$ cat config.mk
export PLATFORM = sky130hd
export DESIGN_NAME = cnnu_queue
export DESIGN_NICKNAME = d
export VERILOG_FILES = /design/src/design/assert_macros.svh /design/src/design/cnnu_pkg.sv /design/src/design/cnnu_queue.sv
export SDC_FILE = /design/constraint.sdc
export NUM_CORES = 1
export LEC_CHECK = 0
export ABC_AREA = 0
export BUFFER_PORTS_ARGS = -buffer_cell sky130_fd_sc_hd__buf_4
export CAP_MARGIN = 20
export CORE_ASPECT_RATIO = 0.7
export CORE_MARGIN = 2
export CORE_UTILIZATION = 50
export CTS_BUF_LIST = sky130_fd_sc_hd__clkbuf_2
export DETAILED_ROUTE_END_ITERATION = 8
export GPL_ROUTABILITY_DRIVEN = 0
export PLACE_DENSITY = 0.74
export SKIP_CTS_REPAIR_TIMING = 1
export SLEW_MARGIN = 25
export SYNTH_ARGS = -nofsm -noshare
export SYNTH_HDL_FRONTEND = slang
export SYNTH_SLANG_ARGS = --single-unit
$ cat constraint.sdc
create_clock -name clk -period 4.1 [get_ports clk]
set_clock_uncertainty 0.05 [all_clocks]
set_input_delay 0.41 -clock clk [delete_from_list [all_inputs] [get_ports clk]]
set_output_delay 0.41 -clock clk [all_outputs]
set_load 0.02 [all_outputs]
$ cat src/design/assert_macros.svh
// Assertion macros used by the top level of the CNN cell update block.
// Depends on nothing; the including module must have clk and rst_n in scope.
`ifndef ASSERT_MACROS_SVH
`define ASSERT_MACROS_SVH
`ifndef SYNTHESIS
`define CNNU_ASSERT_IMPL(label, ante, cons, msg) \
  label: assert property (@(posedge clk) disable iff (!rst_n) (ante) |-> (cons)) \
    else $error(msg);
`define CNNU_ASSERT_NEXT(label, ante, cons, msg) \
  label: assert property (@(posedge clk) disable iff (!rst_n) (ante) |=> (cons)) \
    else $error(msg);
`else
`define CNNU_ASSERT_IMPL(label, ante, cons, msg)
`define CNNU_ASSERT_NEXT(label, ante, cons, msg)
`endif
`endif

$ cat src/design/cnnu_pkg.sv
// Shared types, constants and helpers for the CNN 3x3 template RK4 cell update.
// Depends on nothing; the front, queue, back and top level files use it.
package cnnu_pkg;

  localparam int MAX_WIDTH_DEF = 1024;
  localparam int VALUE_BITS    = 16;
  localparam int BORDER        = 1;
  localparam int MAX_HEIGHT    = 4096;
  localparam int COL_W         = 11;
  localparam int ROW_W         = 12;
  localparam int HELD_W        = 27;
  localparam int CTR_W         = 32;
  localparam int ACC_W         = 35;
  localparam int Q_DEPTH       = 8;
  localparam int Q_AW          = 3;
  localparam int ADDR_W        = 6;
  localparam int DATA_W        = 64;

  typedef logic [2:0] reg_idx_t;
  localparam reg_idx_t REG_A_UPPER     = 3'd0;
  localparam reg_idx_t REG_A_LOWER     = 3'd1;
  localparam reg_idx_t REG_B_UPPER     = 3'd2;
  localparam reg_idx_t REG_B_LOWER     = 3'd3;
  localparam reg_idx_t REG_BIAS        = 3'd4;
  localparam reg_idx_t REG_TIME_STEP   = 3'd5;
  localparam reg_idx_t REG_GRID_WIDTH  = 3'd6;
  localparam reg_idx_t REG_GRID_HEIGHT = 3'd7;

  typedef struct packed {
    logic signed [VALUE_BITS-1:0] state_value;
    logic signed [VALUE_BITS-1:0] drive_value;
  } in_item_t;

  typedef struct packed {
    logic signed [13:0] next_value;
    logic               frame_done;
  } out_item_t;

  typedef struct packed {
    logic [47:0]        a_upper;
    logic [23:0]        a_lower;
    logic [47:0]        b_upper;
    logic [23:0]        b_lower;
    logic signed [15:0] bias;
    logic [15:0]        time_step;
    logic [10:0]        grid_width;
    logic [12:0]        grid_height;
  } cfg_t;

  // One classified cell handed from the front to the back.
  typedef struct packed {
    logic signed [HELD_W-1:0]     held;
    logic signed [VALUE_BITS-1:0] center;
    logic                         frame_done;
  } work_t;

  function automatic logic signed [7:0] tap(input logic [47:0] up, input logic [23:0] lo,
                                            input int i);
    logic [7:0] b;
    if (i < 6) begin
      b = up[8*i +: 8];
    end else begin
      b = lo[8*(i-6) +: 8];
    end
    return $signed(b);
  endfunction

endpackage

$ cat src/design/cnnu_queue.sv
// Short queue of classified cells between the front and the back end.
// Depends on cnnu_pkg.
module cnnu_queue (
  input  logic                    clk,
  input  logic                    rst_n,
  input  logic                    q_push,
  input  cnnu_pkg::work_t         q_wdata,
  input  logic                    q_pop,
  output cnnu_pkg::work_t         q_rdata,
  output logic                    q_empty,
  output logic [cnnu_pkg::Q_AW:0] q_count
);

  cnnu_pkg::work_t               slot_r [cnnu_pkg::Q_DEPTH];
  logic [cnnu_pkg::Q_AW-1:0]     wr_ptr_r;
  logic [cnnu_pkg::Q_AW-1:0]     rd_ptr_r;
  logic [cnnu_pkg::Q_AW:0]       count_r;

  always_ff @(posedge clk) begin
    if (!rst_n) begin
      wr_ptr_r <= '0;
      rd_ptr_r <= '0;
      count_r  <= '0;
    end else begin
      if (q_push) begin
        wr_ptr_r <= wr_ptr_r + 1'b1;
      end
      if (q_pop) begin
        rd_ptr_r <= rd_ptr_r + 1'b1;
      end
      if (q_push && !q_pop) begin
        count_r <= count_r + 1'b1;
      end else if (q_pop && !q_push) begin
        count_r <= count_r - 1'b1;
      end
    end
  end

  always_ff @(posedge clk) begin
    if (q_push) begin
      slot_r[wr_ptr_r] <= q_wdata;
    end
  end

  assign q_rdata = slot_r[rd_ptr_r];
  assign q_empty = (count_r == '0);
  assign q_count = count_r;

endmodule

==> metrics <==
outcome finished clean; share of cells above drive strength 1 around 44%; largest net degree at the start of global routing 58; Critical Path Max Stage Delay approximately 0.67 ns; worst reg2reg path startpoint wr_ptr_r[0]; I/O Pins 97; ant diodes 0; Worst Setup End Kind output pin; crit start category flip-flop; standby leakage power approximately 5.4 nW; final worst-path cycle share 86.1%; most frequent cells in the layout edfxtp_1 (352), clkbuf_2 (116), buf_4 (107); Seq pwr share about three fifths; Synth warnings 0; Routed Antenna Nets 0; vias per cell approximately 5.3; HPWL after DPL about 14 mm; Critical Path Slowest Stage Cell dfxtp_4; syn nets 631; DRC Markers 0; Bufs and invs on worst path 2; Crit path top cell by count buf_4; Clock Power Share 29.1%; cell area after synthesis roughly 14000 µm²; antenna violations before repair 0; Compound-Gate Fraction of Synth Area 0.171%; most common cell after layout, fill and taps aside edfxtp_1; CTS Buffer Depth 3; #FFs+latches synth between 300 and 400; Sw Share ~24%; row count 50; via count roughly 6400; Root Driver clkbuf_2; area leader, netlist edfxtp_1; largest cells by area after synthesis edfxtp_1 (76%), mux4_2 (14%), mux2_2 (2.8%); Final Net Count around 850; Comb power frac 11.6%; Max Cap Viol 0; top-area cell type share of the netlist area 76.2%; Cell Pwr Density ~440 nW/µm²; DR WL/cell between 20 and 25 µm; crit path kind flip-flop to output pin; total wire length roughly 26 mm; worst path cell trace buf_4 -> mux4_2 -> mux2_2 -> buf_4; setup violators final 0; HP Start q_wdata[17]; Starting Density between 50% and 60%; CTS buffer count 82; TritonCTS clock tree yes; global route overflow 0; drt first pass iters 5; Hold WC Path Type primary input to flip-flop; Die Area ~29000 µm²; critical path's top delay family multiplexers; Max VDD drop 0.333 mV; average size of a mapped cell between 20 and 25 µm²; register area share after synthesis 78.0%; multiplexer area fraction after synthesis a little under a fifth; core area ~27000 µm²; Slew @ Worst Pin about 0.84 ns; largest family of logic cells by synthesized area multiplexers; first-pass GRT wire length 39.1 mm; CP max FO 24; Initial DRC Count a little under 400; Core Util, Final 60.1%; library cells used by synthesis 27; GRT Util Overall a little under a fifth; max-slew violations 0; vias in the first global route 6841; Synth-to-Final Area Change 17.0%; final hold viol count 0; H-tree Lvls 3; Adder-Cell Fraction of Synth Area 0.595%; Port Buf Inserts 96; clock sink count about 370; Worst EP required between 3 and 4 ns; die height between 100 and 150 µm; final setup TNS 0 ns; Critical Path AT a little over 3 ns; Worst slew margin roughly 44%; minimum clock period 3.53 ns; worst-skew pair later-pin latency approximately 0.85 ns; Synth Area in Simple Gates 1.14%; die width ~200 µm; Max Freq 283 MHz; Pint about 5.4 mW; unrepaired setup endpoints after global routing false; XOR/XNOR share of the synthesized area less than 1%; Reg clk slew, reported paths about 0.11 ns; Post-Syn Instances approximately 580; NetSw about 1.8 mW
[flip-flops by register name, indices dropped and copies added (netlist names), named ones only]
name,cells
rd_ptr_r,3
wr_ptr_r,3
q_count,4
slot_r,352
[worst register-to-register path, stage by stage, from the launching register on]
cell	delay, ns
dfxtp_1	0.50
nand2_1	0.21
nor2_4	0.13
buf_4	0.63
[per-stage QoR]
step	instances	power (mW)	cell area [µm²]	hold WS, ns	setup slack (ns)
finish	1208	7.19	16200	0.267	0.568
global route	1208	7.55	16200	0.181	0.249
CTS	1160	7.25	15800	-0.369	0.410
detailed placement	1023	5.16	15100	0.449	1.39
global placement	1023	5.12	15100	0.427	1.45
floorplan	577	4.85	13900	0.459	0.0351
[synth_stat cells]
library cell	n
edfxtp_1	352
mux4_2	88
mux2_2	34
clkbuf_1	14
dfxtp_1	13
mux2_4	10
buf_2	9
and2_1	7
nor2_1	7
nand2_1	6
ha_1	5
mux2i_1	4
nand2b_1	4
xnor2_1	4
buf_12	3
nor2b_1	3
inv_1	2
nor3_1	2
xor2_1	2
a211oi_1	1
a21oi_1	1
a31oi_1	1
buf_6	1
fa_1	1
nand3_1	1
nor4_1	1
o21ai_0	1
[per-layer routing]
metal / wire [µm] / global-route usage, % / vias to the layer above
li1: - / - / 2893
met1: 10500 / 23.5 / 3250
met2: 13200 / 31.1 / 213
met3: 2060 / 5.08 / 36
met4: 335 / 5.88 / 0
met5: 0 / 0 / -
[final cells by class]
cell class | count | area (µm²)
flip-flops and latches | 365 | 10800
fillers | 1948 | 10800
multi-input cells | 183 | 2930
repair buffers | 157 | 1320
clock buffers | 116 | 581
well taps | 364 | 455
clock inverters | 21 | 108
inverters | 2 | 7.51
[power groups by stage]
stage | Combinational (mW) | Clock [mW] | Sequential [mW]
2_1_floorplan | 0.533 | 0 | 4.31
5_1_grt | 0.893 | 2.38 | 4.27
3_3_place_gp | 0.785 | 0 | 4.34
4_1_cts | 0.812 | 2.18 | 4.26
3_5_place_dp | 0.810 | 0 | 4.35
6_report | 0.837 | 2.09 | 4.26
[worst paths after layout]
kind,slack (ns),depth (start not counted),to
max,0.57,4,q_rdata[37]
min,0.27,2,slot_r[2][17]
max reg2reg,2.17,3,slot_r[3][15]
min reg2reg,0.46,2,q_count[3]
[kinds of logic after synthesis]
logic type / count (synthesis)
AOI/OAI and AO/OA: 4
xor gates and xnor gates: 6
adders and majority gates: 6
buffers and inverters: 29
DFF: 365
muxes: 136
and+or+nand+nor: 31
No activity file was read; power rests on OpenSTA's default activity.
